$ cat src/sv/rap_pkg.sv
`timescale 1ns / 1ps

package rap_pkg;

   localparam int NUM_PAGES      = 32768;
   localparam int REF_BITS       = 8;
   localparam int PAGE_BITS      = $clog2(NUM_PAGES);
   localparam int DEPTH_BITS     = $clog2(NUM_PAGES + 1);
   localparam int MODE_BITS      = 3;
   localparam int STATUS_BITS    = 3;
   localparam int CSR_ADDR_BITS  = 3;
   localparam int CSR_DATA_BITS  = 32;
   localparam int CSR_IDX_BITS   = CSR_ADDR_BITS - 2;
   localparam int REQ_TDATA_BITS = ((PAGE_BITS + 7) / 8) * 8;
   localparam int RSP_TDATA_BITS = ((PAGE_BITS + REF_BITS + 7) / 8) * 8;

   localparam logic [REF_BITS-1:0]     REF_MAX   = '1;
   localparam logic [DEPTH_BITS-1:0]   DEPTH_MAX = DEPTH_BITS'(NUM_PAGES);

   localparam logic [CSR_IDX_BITS-1:0] REG_FIRST_PAGE = CSR_IDX_BITS'(0);

   localparam logic [MODE_BITS-1:0] MODE_ALLOC    = 3'd0;
   localparam logic [MODE_BITS-1:0] MODE_FREE     = 3'd1;
   localparam logic [MODE_BITS-1:0] MODE_INC_REF  = 3'd2;
   localparam logic [MODE_BITS-1:0] MODE_DEC_REF  = 3'd3;
   localparam logic [MODE_BITS-1:0] MODE_READ_REF = 3'd4;
   localparam logic [MODE_BITS-1:0] MODE_DONATE   = 3'd5;

   typedef enum logic [2:0] {
      OP_ALLOC,
      OP_FREE,
      OP_INC_REF,
      OP_DEC_REF,
      OP_READ_REF,
      OP_DONATE,
      OP_BAD
   } op_type;

   typedef enum logic [STATUS_BITS-1:0] {
      ST_OK,
      ST_EMPTY,
      ST_BAD,
      ST_UNDER,
      ST_OVER,
      ST_FULL
   } status_type;

   typedef enum logic [1:0] {
      BK_CLEAR,
      BK_IDLE,
      BK_STACK,
      BK_EXEC
   } back_state_type;

   typedef struct packed {
      op_type               op;
      logic [PAGE_BITS-1:0] page;
   } item_type;

endpackage

$ cat src/sv/rap_front.sv
`timescale 1ns / 1ps

module rap_front (
   input  logic                                 clock,
   input  logic                                 reset,
   input  logic                                 csr_psel,
   input  logic                                 csr_penable,
   input  logic                                 csr_pwrite,
   input  logic [rap_pkg::CSR_ADDR_BITS-1:0]    csr_paddr,
   input  logic [rap_pkg::CSR_DATA_BITS-1:0]    csr_pwdata,
   output logic [rap_pkg::CSR_DATA_BITS-1:0]    csr_prdata,
   output logic                                 csr_pready,
   input  logic                                 req_tvalid,
   output logic                                 req_tready,
   input  logic [rap_pkg::REQ_TDATA_BITS-1:0]   req_tdata,  // page_index
   input  logic [rap_pkg::MODE_BITS-1:0]        req_tuser,  // mode
   input  logic                                 accept_en,
   output logic                                 enq_valid,
   input  logic                                 enq_ready,
   output rap_pkg::item_type                    enq_item
);

   logic [rap_pkg::PAGE_BITS-1:0]    first_page_ff;
   logic [rap_pkg::PAGE_BITS-1:0]    first_page_in;
   logic [rap_pkg::CSR_IDX_BITS-1:0] csr_idx;
   logic                             csr_wr;
   logic [rap_pkg::PAGE_BITS-1:0]    page;
   rap_pkg::op_type                  op;

   assign csr_pready = 1'b1;
   assign csr_idx    = csr_paddr[rap_pkg::CSR_ADDR_BITS-1:2];
   assign csr_wr     = csr_psel & csr_penable & csr_pwrite & csr_pready;

   always_comb begin
      first_page_in = first_page_ff;
      if (csr_wr && csr_idx == rap_pkg::REG_FIRST_PAGE) begin
         first_page_in = csr_pwdata[rap_pkg::PAGE_BITS-1:0];
      end
   end

   always_ff @(posedge clock) begin
      if (reset) begin
         first_page_ff <= '0;
      end else begin
         first_page_ff <= first_page_in;
      end
   end

   always_comb begin
      csr_prdata = '0;
      if (csr_idx == rap_pkg::REG_FIRST_PAGE) begin
         csr_prdata = rap_pkg::CSR_DATA_BITS'(first_page_ff);
      end
   end

   assign page = req_tdata[rap_pkg::PAGE_BITS-1:0];

   // classify: undefined modes and unmanaged pages become OP_BAD
   always_comb begin
      unique case (req_tuser)
         rap_pkg::MODE_ALLOC:    op = rap_pkg::OP_ALLOC;
         rap_pkg::MODE_FREE:     op = rap_pkg::OP_FREE;
         rap_pkg::MODE_INC_REF:  op = rap_pkg::OP_INC_REF;
         rap_pkg::MODE_DEC_REF:  op = rap_pkg::OP_DEC_REF;
         rap_pkg::MODE_READ_REF: op = rap_pkg::OP_READ_REF;
         rap_pkg::MODE_DONATE:   op = rap_pkg::OP_DONATE;
         default:                op = rap_pkg::OP_BAD;
      endcase
      if (op != rap_pkg::OP_ALLOC && page < first_page_ff) begin
         op = rap_pkg::OP_BAD;
      end
   end

   assign enq_item.op   = op;
   assign enq_item.page = page;
   assign enq_valid     = req_tvalid & accept_en;
   assign req_tready    = enq_ready & accept_en;

endmodule

$ cat config.mk
export PLATFORM = sky130hd
export DESIGN_NAME = rap_front
export DESIGN_NICKNAME = d
export VERILOG_FILES = /design/src/sv/rap_pkg.sv /design/src/sv/rap_front.sv
export SDC_FILE = /design/constraint.sdc
export NUM_CORES = 1
export LEC_CHECK = 0
export BUFFER_PORTS_ARGS = -buffer_cell sky130_fd_sc_hd__buf_4
export CORE_MARGIN = 2
export CORE_UTILIZATION = 34
export CTS_CLUSTER_SIZE = 20
export DETAILED_ROUTE_END_ITERATION = 8
export PLACE_DENSITY = 0.78
export SKIP_CTS_REPAIR_TIMING = 1
export SLEW_MARGIN = 40
export SYNTH_ARGS = -nofsm -noshare
export SYNTH_HDL_FRONTEND = slang
export SYNTH_SLANG_ARGS = --single-unit
$ cat constraint.sdc
create_clock -name clock -period 1.9 [get_ports clock]
set_input_delay 0.38 -clock clock [delete_from_list [all_inputs] [get_ports clock]]
set_output_delay 0.38 -clock clock [all_outputs]
set_load 0.005 [all_outputs]
==> results.txt <==
Outcome - finished with violations
Failing checks - setup timing
Fin. Hold Viols - 0
Hold_sp - csr_pwdata[14]
Syn avg cell area - 7.08 um2
CTS clk-pin slew, worst paths - 0.06 ns
Drt drc - 0
DRT antenna net count - 0
Multi-input gate area - 788 um2
Reg with most FFs - first_page_ff
Worst Path Required - 1.52 ns
Worst Hold Depth - 3
Synth unique cells - 24
Max VDD drop - 0.325 mV
I/O pin total - 115
Synthesis-stage register bit count - 15
Max Clk Rate - 425 MHz
Top flop regs - first_page_ff x15
Clock Tree Buf Depth - 2
Slowest cell on the critical path - o41ai_4
WHS Endpoint - first_page_ff[14]$_SDFFE_PP0P_
DRT Wirelength - 3220 um
Antenna Cells - 0
Fin Clk Skew - 0 ns
Cell area power density - 432 nW/um2
Worst Reg-to-Reg Cells - 3
DP HPWL - 2430 um
Total gr overflow - 0
Critical path class - flop to output port
Yosys top cell by area - dfxtp_1
Reg2Reg Setup Slack - 1.21 ns
# fillers - 374
Synthesized area - 1250 um2
CP arrival - 1.97 ns
Worst r2r src - first_page_ff[13]$_SDFFE_PP0P_
Area grow syn2layout - 53.1%
Clk_lat worst skew - 0.24 ns
Worst Setup Slack, final - -0.454 ns
Most common cell after layout, fill and taps aside - buf_4
Worst path max stage delay - 0.40 ns
Vias/cell - 4.35
Max-slew violation count - 0
Max_cap viols - 0
Final Cycle Share - 1.24
Final setup violation count - 3
Initial Util - 0.348
Iteration-0 DRC Markers - 28
CP Cell Sequence - inv_2 -> ha_4 -> nand4_1 -> buf_4 -> o41ai_4 -> and3_1 -> buf_4
Vias in the first global route - 1128
YS warnings - 0
Leakage - 0.000881 uW
CTS buffer count - 3
Most frequent CP cell - buf_4
Core area - 3610 um2
Final core occ - 0.532
Critical path launch point type - flop
CTS Sinks - 15
Wire per inst - 10.9 um
Most frequent cells in the layout - 89 x buf_4, 36 x nand2_1, 20 x a21oi_1
Unrepaired setup endpoints after global routing - yes
Clock Tree Root - clkbuf_8
NumNets Final - 324
Die width - 64.7 um
Synth Instances - 177
GP Congestion - 0.735
Slew headroom - 0.555
Register area - 305 um2
Antenna violations before repair - 0
Sequential cell area fraction in the yosys report - 0.240
Share of layout cells above drive strength 1 - 0.462
Die ar. - 4190 um2
Total Power - 829 uW
Max reg flops - 15
Pre-antenna DRT Iters - 4
Top-area cell type share of the netlist area - 0.240
Port bufs - 76
Largest net degree at the start of global routing - 18
DIE HEIGHT - 64.7 um
First-pass GRT wire length - 4730 um
Clock H-tree levels - 1
CTS tree - built
CP Max Fanout - 3
Overall Global Routing Usage - 0.143
Via count - 1283
Worst Hold Class - primary input to flop
Row count - 22
CP Capture Type - output port
Top cells by area, synth - dfxtp_1 24%, buf_4 20%, ha_1 14%
R2R Path End - first_page_ff[13]$_SDFFE_PP0P_
Tmin final - 2.35 ns
Worst Max-Slew Pin Slew - 0.664 ns
[cell type report]
class,instances,area share
Clock buffer,4,0.0235
Timing Repair Buffer,89,0.348
Inverter,14,0.0274
Sequential cell,15,0.159
Tap cell,48,0.0313
Multi-Input combinational cell,125,0.411
[metrics by stage]
stage          TNS [ns]  instance area, um2  cells  setup slack [ns]  hold WS (ns)
2_1_floorplan         0                1310    193            0.0276         0.430
3_3_place_gp     -0.690                1740    288            -0.283         0.442
3_5_place_dp     -0.773                1740    288            -0.310         0.447
4_1_cts           -1.20                1790    292            -0.472         0.375
5_1_grt           -1.41                1920    295            -0.531         0.378
6_report          -1.20                1920    295            -0.454         0.374
[synth_stat cells, drive strengths merged]
cell / number
clkbuf: 2
nor4: 1
and2: 2
nand4: 1
o31ai: 1
nand2: 37
nor3: 1
and3: 1
nor2b: 2
o21ai: 2
nor2: 17
a21oi: 23
nand2b: 2
inv: 14
buf: 37
and4b: 1
dfxtp: 15
conb: 2
o41ai: 1
ha: 14
nand4b: 1
[layer usage]
metal	track usage	share of wire	up-vias
met3	0.0174	0.054	4
met5	0	0	-
met4	0.0479	0.014	0
met2	0.259	0.54	49
met1	0.173	0.39	571
li1	-	-	659
[power by group]
group / switching (uW) / internal, uW / total, uW / leakage, uW
Combinational: 109 / 141 / 249 / 0.000735
Clock: 106 / 148 / 254 / 0.0000228
Sequential: 3.39 / 322 / 325 / 0.000123
Total: 218 / 610 / 829 / 0.000881
[cells by family after synthesis]
| kind of cell | synth area share |
|---|---|
| AO/OA/AOI/OAI | 0.119 |
| adder cells (fa/ha/maj) | 0.140 |
| buffers and inverters | 0.263 |
| flip-flops | 0.240 |
| other | 0.00599 |
| AND/OR/NAND/NOR | 0.233 |
[critical path: cells and delay by family (launching register included)]
kind,cells,cell delay [ns]
AOI/OAI and AO/OA,1,0.40
adders and majority gates,1,0.27
buffers and inverters,3,0.34
DFF,1,0.33
and+or+nand+nor,2,0.37
[worst max path at each step]
stage                                        start      endpoint  slack [ns]  cells after the start
floorplan                            req_tdata[14]  enq_item[15]        0.03                      6
global placement                      req_tdata[2]  enq_item[15]       -0.28                      8
detailed placement                    req_tdata[2]  enq_item[15]       -0.31                      8
CTS                 first_page_ff[14]$_SDFFE_PP0P_  enq_item[15]       -0.47                      8
global route        first_page_ff[13]$_SDFFE_PP0P_  enq_item[15]       -0.53                      7
finish              first_page_ff[13]$_SDFFE_PP0P_  enq_item[15]       -0.45                      7
Note: power is estimated with default switching activity, not from simulation.
