<file path="config.mk">
export PLATFORM = sky130hd
export DESIGN_NAME = rap_queue
export DESIGN_NICKNAME = d
export VERILOG_FILES = /design/src/sv/rap_pkg.sv /design/src/sv/rap_queue.sv
export SDC_FILE = /design/constraint.sdc
export NUM_CORES = 1
export LEC_CHECK = 0
export ABC_CLOCK_PERIOD_IN_PS = 4900
export BUFFER_PORTS_ARGS = -buffer_cell sky130_fd_sc_hd__buf_4
export CORE_MARGIN = 4
export CORE_UTILIZATION = 54
export CTS_CLUSTER_SIZE = 8
export DETAILED_ROUTE_END_ITERATION = 6
export HOLD_SLACK_MARGIN = 0.1
export PLACE_DENSITY = 0.89
export SLEW_MARGIN = 20
export SYNTH_ARGS = -nofsm -noshare
export SYNTH_HDL_FRONTEND = slang
export SYNTH_SLANG_ARGS = --single-unit
</file>
<file path="constraint.sdc">
create_clock -name clock -period 4.9 [get_ports clock]
set_clock_uncertainty 0.2 [all_clocks]
set_input_delay 1.225 -clock clock [delete_from_list [all_inputs] [get_ports clock]]
set_output_delay 1.225 -clock clock [all_outputs]
set_load 0.05 [all_outputs]
</file>
<file path="src/sv/rap_pkg.sv">
`timescale 1ns / 1ps

package rap_pkg;

   localparam int NUM_PAGES      = 32768;
   localparam int REF_BITS       = 8;
   localparam int PAGE_BITS      = $clog2(NUM_PAGES);
   localparam int DEPTH_BITS     = $clog2(NUM_PAGES + 1);
   localparam int MODE_BITS      = 3;
   localparam int STATUS_BITS    = 3;
   localparam int CSR_ADDR_BITS  = 3;
   localparam int CSR_DATA_BITS  = 32;
   localparam int CSR_IDX_BITS   = CSR_ADDR_BITS - 2;
   localparam int REQ_TDATA_BITS = ((PAGE_BITS + 7) / 8) * 8;
   localparam int RSP_TDATA_BITS = ((PAGE_BITS + REF_BITS + 7) / 8) * 8;

   localparam logic [REF_BITS-1:0]     REF_MAX   = '1;
   localparam logic [DEPTH_BITS-1:0]   DEPTH_MAX = DEPTH_BITS'(NUM_PAGES);

   localparam logic [CSR_IDX_BITS-1:0] REG_FIRST_PAGE = CSR_IDX_BITS'(0);

   localparam logic [MODE_BITS-1:0] MODE_ALLOC    = 3'd0;
   localparam logic [MODE_BITS-1:0] MODE_FREE     = 3'd1;
   localparam logic [MODE_BITS-1:0] MODE_INC_REF  = 3'd2;
   localparam logic [MODE_BITS-1:0] MODE_DEC_REF  = 3'd3;
   localparam logic [MODE_BITS-1:0] MODE_READ_REF = 3'd4;
   localparam logic [MODE_BITS-1:0] MODE_DONATE   = 3'd5;

   typedef enum logic [2:0] {
      OP_ALLOC,
      OP_FREE,
      OP_INC_REF,
      OP_DEC_REF,
      OP_READ_REF,
      OP_DONATE,
      OP_BAD
   } op_type;

   typedef enum logic [STATUS_BITS-1:0] {
      ST_OK,
      ST_EMPTY,
      ST_BAD,
      ST_UNDER,
      ST_OVER,
      ST_FULL
   } status_type;

   typedef enum logic [1:0] {
      BK_CLEAR,
      BK_IDLE,
      BK_STACK,
      BK_EXEC
   } back_state_type;

   typedef struct packed {
      op_type               op;
      logic [PAGE_BITS-1:0] page;
   } item_type;

endpackage

</file>
<file path="src/sv/rap_queue.sv">
`timescale 1ns / 1ps

module rap_queue (
   input  logic              clock,
   input  logic              reset,
   input  logic              in_valid,
   output logic              in_ready,
   input  rap_pkg::item_type in_item,
   output logic              out_valid,
   input  logic              out_ready,
   output rap_pkg::item_type out_item
);

   rap_pkg::item_type entries_ff [2];
   logic              wr_ptr_ff;
   logic              wr_ptr_in;
   logic              rd_ptr_ff;
   logic              rd_ptr_in;
   logic [1:0]        count_ff;
   logic [1:0]        count_in;
   logic              push;
   logic              pop;

   assign in_ready  = (count_ff != 2'd2);
   assign out_valid = (count_ff != 2'd0);
   assign out_item  = entries_ff[rd_ptr_ff];
   assign push      = in_valid & in_ready;
   assign pop       = out_valid & out_ready;

   always_comb begin
      wr_ptr_in = wr_ptr_ff ^ push;
      rd_ptr_in = rd_ptr_ff ^ pop;
      count_in  = count_ff + {1'b0, push} - {1'b0, pop};
   end

   always_ff @(posedge clock) begin
      if (reset) begin
         wr_ptr_ff <= 1'b0;
         rd_ptr_ff <= 1'b0;
         count_ff  <= 2'd0;
      end else begin
         wr_ptr_ff <= wr_ptr_in;
         rd_ptr_ff <= rd_ptr_in;
         count_ff  <= count_in;
      end
   end

   always_ff @(posedge clock) begin
      if (push) begin
         entries_ff[wr_ptr_ff] <= in_item;
      end
   end

endmodule

</file>
==> results of run 1 <==
-- power groups by stage --
| stage | logic [mW] | clock network [mW] | registers (mW) |
|---|---|---|---|
| 4_1_cts | 0.362 | 0.232 | 0.458 |
| 5_1_grt | 0.378 | 0.245 | 0.464 |
| 3_5_place_dp | 0.361 | 0 | 0.466 |
| 6_report | 0.358 | 0.228 | 0.457 |
| 3_3_place_gp | 0.355 | 0 | 0.462 |
| 2_1_floorplan | 0.281 | 0 | 0.442 |
-- through the flow --
stage	power, mW	setup WS (ps)	hold WS, ps	util
2_1_floorplan	0.723	2340	324	-
3_3_place_gp	0.817	2000	334	0.682
3_5_place_dp	0.827	1990	345	0.682
4_1_cts	1.05	1610	362	0.715
5_1_grt	1.09	1560	407	0.715
6_report	1.04	1640	358	0.715
-- layout make-up --
cell class | count | area (um2) | share of cell area
repair buffers | 41 | 308 | 0.157
clock buffers | 6 | 51.3 | 0.0262
well taps | 31 | 38.8 | 0.0198
flip-flops and latches | 40 | 1160 | 0.594
inverters | 1 | 3.75 | 0.00192
multi-input cells | 40 | 353 | 0.181
clock inverters | 2 | 38.8 | 0.0198
-- state kept, by name (all words and copies together), names as in the netlist --
signal and flops:
entries_ff 36, count_ff 2, rd_ptr_ff 1, wr_ptr_ff 1
-- tightest hold or removal path: stages, from the launching register on --
cell and delay, ps:
dfxtp_1 330, inv_1 50, ha_1 120, nor2_1 40
-- metal layers --
metal  vias to the layer above  GRT usage  wire (um)  part of all wire
met1                       399      0.173        988              0.37
met3                         5     0.0503        188             0.071
met5                         -          0          0                 0
met4                         0     0.0743         34             0.013
met2                        27      0.281       1450              0.55
li1                        408          -          -                 -
-- logic make-up after synthesis --
family,synth area share
buffers and inverters,0.0106
AO/OA/AOI/OAI,0.0237
XOR/XNOR,0.00572
multiplexers,0.140
adder cells (fa/ha/maj),0.0164
AND/OR/NAND/NOR,0.0450
flip-flops,0.759
-- Yosys cell counts, drive strengths merged --
library cell	instances
edfxtp	36
mux2	19
nor2	5
dfxtp	4
buf	2
ha	2
nor2b	2
o21ai	2
a211oi	1
a21bo	1
a32oi	1
and2	1
and2b	1
and3	1
inv	1
nand2b	1
nand3	1
or2	1
xor2	1
-- layout by cell type (no fill, tap or decap) --
cell	synthesis	layout
a211oi_1	1	1
a21bo_1	1	1
a32oi_1	1	1
and2_1	1	1
and2b_1	1	1
and3_1	1	1
buf_4	1	41
bufinv_16	0	1
clkbuf_4	0	5
clkbuf_8	0	1
clkinv_4	0	1
dfxtp_1	4	4
edfxtp_1	36	36
ha_1	2	2
inv_1	1	1
mux2_1	1	1
mux2_2	18	18
nand2b_1	1	1
nand3_1	1	1
nor2_1	5	5
nor2b_1	2	2
o21ai_0	2	2
or2_2	1	1
xor2_1	1	1
-- worst paths after layout --
check	slack, ps	depth (start not counted)	startpoint	endpoint
min	360	3	wr_ptr_ff	wr_ptr_ff
max reg2reg	2850	3	count_ff[0]	entries_ff[0][13]
max	1640	2	rd_ptr_ff	out_item[9]
min reg2reg	360	3	wr_ptr_ff	wr_ptr_ff
==> qor.csv, run 1 <==
metric,value,unit
grt ovf,0,
crit-path max FO,19,
share of cells above drive strength 1,0.523,
Via Count,839,
worst slew pin tran,871,ps
postcts setup bufs,0,
"Avg Cell Area, Syn",18.4,um2
initial antenna violation count,0,
combinational share of power,0.343,
CP peak stage delay,880,ps
peak supply drop,0.427,mV
Worst setup SP type,register,
IO Port Bufs,41,
Netlist cell types,21,
Final Setup Violations,0,
Finished Layout Cells,161,
fin crit period,3260,ps
CTS resizes,0,
"Clk pin slew, worst setup/hold paths",120,ps
"Slew Viols, Final",0,
crit path DAT,1840,ps
Die Y,61.2,um
global-route wire length before repair,4080,um
Total Routing Usage GR,0.159,
Leakage,0.758,nW
Tcrit/Tclk final,0.666,
clock sink count,40,
Yosys Warn Count,0,
routability congestion estimate from global placement,0.687,
Final Hold Fails,0,
Sw Share,0.353,
status,"complete, no violations",
vias per inst,5.21,
RSZ-0062 raised after global routing,no,
die area,3750,um2
post-synth top area share,0.706,
DP HPWL,1890,um
num ports,42,
total CTS buffers,5,
Flop pwr share,0.438,
Crit Path Class,reg2out,
Routed Wire Length,2660,um
Layout fillers,194,
DR DRC count,0,
vias in the first global route,880,
max-cap check violation count,0,
Critical Path RT,3470,ps
"top cells by area, synth","edfxtp_1 71%, mux2_2 13%, dfxtp_1 5.2%",
largest buffer count on any clock path,2,
slowest CP cell,dfxtp_1,
worst path cell trace,mux2_2 -> buf_4,
maximum clock rate,306,MHz
P&R area growth vs syn,27.7,%
Routed Antenna Nets,0,
DIE WIDTH,61.2,um
Pwr per Cell Area,533,nW/um2
DP Area,1860,um2
Switch Pwr,0.368,mW
Iteration-0 DRC Markers,55,
setup tns final,0,ps
Diodes inserted,0,
kind of cell adding the most delay to the critical path,flip-flops,
slew margin rel.,0.419,
Yosys reg bits,40,
CTS tree,done,
TritonRoute pass-1 iters,4,
"Seq/Total Area, Yosys",0.759,
post-synth top area cell,edfxtp_1,
cts hold-fix bufs,0,
Layout Nets,153,
Int Power,0.675,mW
Rows,19,
Mapped Cells,83,
root buf cell,clkbuf_4,
Netlist Area Pre-Place,1530,um2
Routed WL per cell,16.5,um
CP Capture Type,output port,
Worst Hold Class,reg2reg,
effective utilization at floorplan,0.560,
Clock power frac,0.218,
CTS H-Tree Depth,2,
fin area,1950,um2
cell count after placement,153,
Worst-Skew Late Latency,330,ps
area of the core,2730,um2
maximum number of pins on one net before global-route repair,20,
Bufs and invs on worst path,1,
Post-Syn Nets,107,
(Power assumes the default switching activity.)
==> inputs of run 2 (changes only) <==
--- a/config.mk
+++ b/config.mk
@@ -5,14 +5,14 @@
 export SDC_FILE = /design/constraint.sdc
 export NUM_CORES = 1
 export LEC_CHECK = 0
-export ABC_CLOCK_PERIOD_IN_PS = 4900
+export ABC_CLOCK_PERIOD_IN_PS = 3150
 export BUFFER_PORTS_ARGS = -buffer_cell sky130_fd_sc_hd__buf_4
 export CORE_MARGIN = 4
-export CORE_UTILIZATION = 54
+export CORE_UTILIZATION = 50
 export CTS_CLUSTER_SIZE = 8
 export DETAILED_ROUTE_END_ITERATION = 6
 export HOLD_SLACK_MARGIN = 0.1
-export PLACE_DENSITY = 0.89
+export PLACE_DENSITY = 0.84
 export SLEW_MARGIN = 20
 export SYNTH_ARGS = -nofsm -noshare
 export SYNTH_HDL_FRONTEND = slang
==> constraint.sdc (replaced) <==
create_clock -name clock -period 3.15 [get_ports clock]
set_clock_uncertainty 0.2 [all_clocks]
set_input_delay 0.7875 -clock clock [delete_from_list [all_inputs] [get_ports clock]]
set_output_delay 0.7875 -clock clock [all_outputs]
set_load 0.05 [all_outputs]
==> run 2 against run 1 <==
Net effect:
- count of clock-buffer cells in the layout decreased by 1
- clock power up 44%
- sequential share of layout area down 0.15 points
- first-iteration DRC count down 80%
- critical endpoint is now out_item[12]
- largest power group unchanged
==> qor.csv, run 2 (synthesis results as in run 1) <==
metric,value,unit,change
kind of cell adding the most delay to the critical path,flip-flops,,
Rows,19,,unchanged
clock sink count,40,,unchanged
cts hold-fix bufs,0,,unchanged
initial antenna violation count,0,,unchanged
Total Routing Usage GR,0.139,,-0.0202
CTS resizes,0,,unchanged
share of cells above drive strength 1,0.530,,+0.00723
Die Y,63.3,um,+3.4%
fin crit period,2800,ps,
Worst Hold Class,reg2reg,,
maximum number of pins on one net before global-route repair,19,,-5.0%
root buf cell,clkbuf_4,,
vias in the first global route,923,,+4.9%
TritonRoute pass-1 iters,4,,unchanged
RSZ-0062 raised after global routing,no,,
maximum clock rate,357,MHz,
DR DRC count,0,,unchanged
total CTS buffers,5,,unchanged
slowest CP cell,dfxtp_1,,
"Clk pin slew, worst setup/hold paths",110,ps,about the same
CP Capture Type,output port,,
CTS H-Tree Depth,2,,unchanged
status,"complete, no violations",,
num ports,42,,unchanged
IO Port Bufs,41,,unchanged
Diodes inserted,0,,unchanged
max reg flops,36,,unchanged
reg2reg setup slack,1060,ps,-1790 ps
Setup WS pre-CTS,716,ps,-1270 ps
grt ovf,0,,unchanged
Routed Wire Length,2540,um,-4.7%
P&R area growth vs syn,28.0,%,
worst slew pin tran,873,ps,+2.59 ps
Worst setup SP type,register,,
"commonest non-fill, non-tap cell in the layout",buf_4,,
Routed WL per cell,15.6,um,-5.9%
CTS tree,done,,
"Slew Viols, Final",0,,unchanged
effective utilization at floorplan,0.541,,-0.0188
Iteration-0 DRC Markers,11,,-80%
DIE WIDTH,63.3,um,+3.4%
largest buffer count on any clock path,2,,unchanged
global-route wire length before repair,4250,um,+4.2%
Top Registers,"entries_ff (36), count_ff (2)",,
vias per inst,5.20,,-0.17%
Worst-Skew Late Latency,330,ps,about the same
routability congestion estimate from global placement,0.665,,-3.1%
post-route worst setup slack,348,ps,-1290 ps
CP dominant cell by count,buf_4,,
worst path cell trace,buf_4 -> mux2_2 -> buf_4,,
setup tns final,0,ps,unchanged
Leakage,0.761,nW,+0.44%
Crit Path Class,reg2out,,
Reg with most FFs,entries_ff,,
crit path DAT,1810,ps,-30 ps
crit-path max FO,11,,-8
Pwr per Cell Area,817,nW/um2,+53%
Via Count,848,,+1.1%
CP peak stage delay,660,ps,-220 ps
Routed Antenna Nets,0,,unchanged
most frequent cells in the layout,"43 x buf_4, 36 x edfxtp_1, 18 x mux2_2, 5 x nor2_1, 5 x clkbuf_4",,
Final Setup Violations,0,,unchanged
Tcrit/Tclk final,0.889,,
area of the core,2830,um2,+3.5%
postcts setup bufs,0,,unchanged
max-cap check violation count,0,,unchanged
DP HPWL,1810,um,-4.4%
Critical Path RT,2160,ps,-1310 ps
Bufs and invs on worst path,2,,+1
Final Hold Fails,0,,unchanged
slew margin rel.,0.418,,-0.00173
die area,4010,um2,+6.9%
Layout Nets,155,,+1.3%
peak supply drop,0.545,mV,+28%
[run 2: changes by cell type in the layout (fill, tap and decap cells not counted), sizes merged]
cell      delta
clkinvlp     +1
clkbuf       -1
buf          +2
[run 2: area by class of cell]
cell class | count | area [um2]
tap | 31 | 38.8
clock inverter | 3 | 42.5
inverter | 1 | 3.75
fill | 190 | 870
multi-input combinational | 40 | 353
sequential | 40 | 1160
timing repair buffer | 43 | 323
clock buffer | 5 | 37.5
[run 2: stage by stage]
stage	instances	area (um2)	util	power (mW)	hold WS (ps)
after detailed placement	155	1880	0.664	1.29	367
final	163	1960	0.693	1.60	374
after floorplan	83	1530	-	1.12	324
after CTS	163	1960	0.693	1.62	384
after global routing	163	1960	0.693	1.68	390
after global placement	155	1880	0.664	1.28	334
[run 2: routing by layer]
layer  vias up  track usage  part of all wire
li1        413            -                 -
met2        33        0.229              0.52
met1       400        0.157              0.40
met4         0       0.0485            0.0039
met3         2       0.0657             0.082
met5         -            0                 0
[run 2: report_power, final]
| group | internal [mW] | total, mW | switching (mW) |
|---|---|---|---|
| sequential | 0.657 | 0.699 | 0.0417 |
| combinational | 0.207 | 0.574 | 0.367 |
| clock | 0.165 | 0.328 | 0.163 |
| total | 1.03 | 1.60 | 0.572 |
[run 2: worst paths after layout]
kind                                  start               end  depth (start not counted)
worst max-delay path              rd_ptr_ff      out_item[12]                          3
worst min register to register    wr_ptr_ff         wr_ptr_ff                          3
worst min-delay path              wr_ptr_ff         wr_ptr_ff                          3
worst max register to register  count_ff[0]  entries_ff[0][9]                          3
[run 2: worst reg2reg max path, delay by kind of cell (launching register included)]
| family | cells | cell delay, ps |
|---|---|---|
| fa+ha+maj | 1 | 720 |
| flops | 1 | 460 |
| simple gates | 2 | 330 |
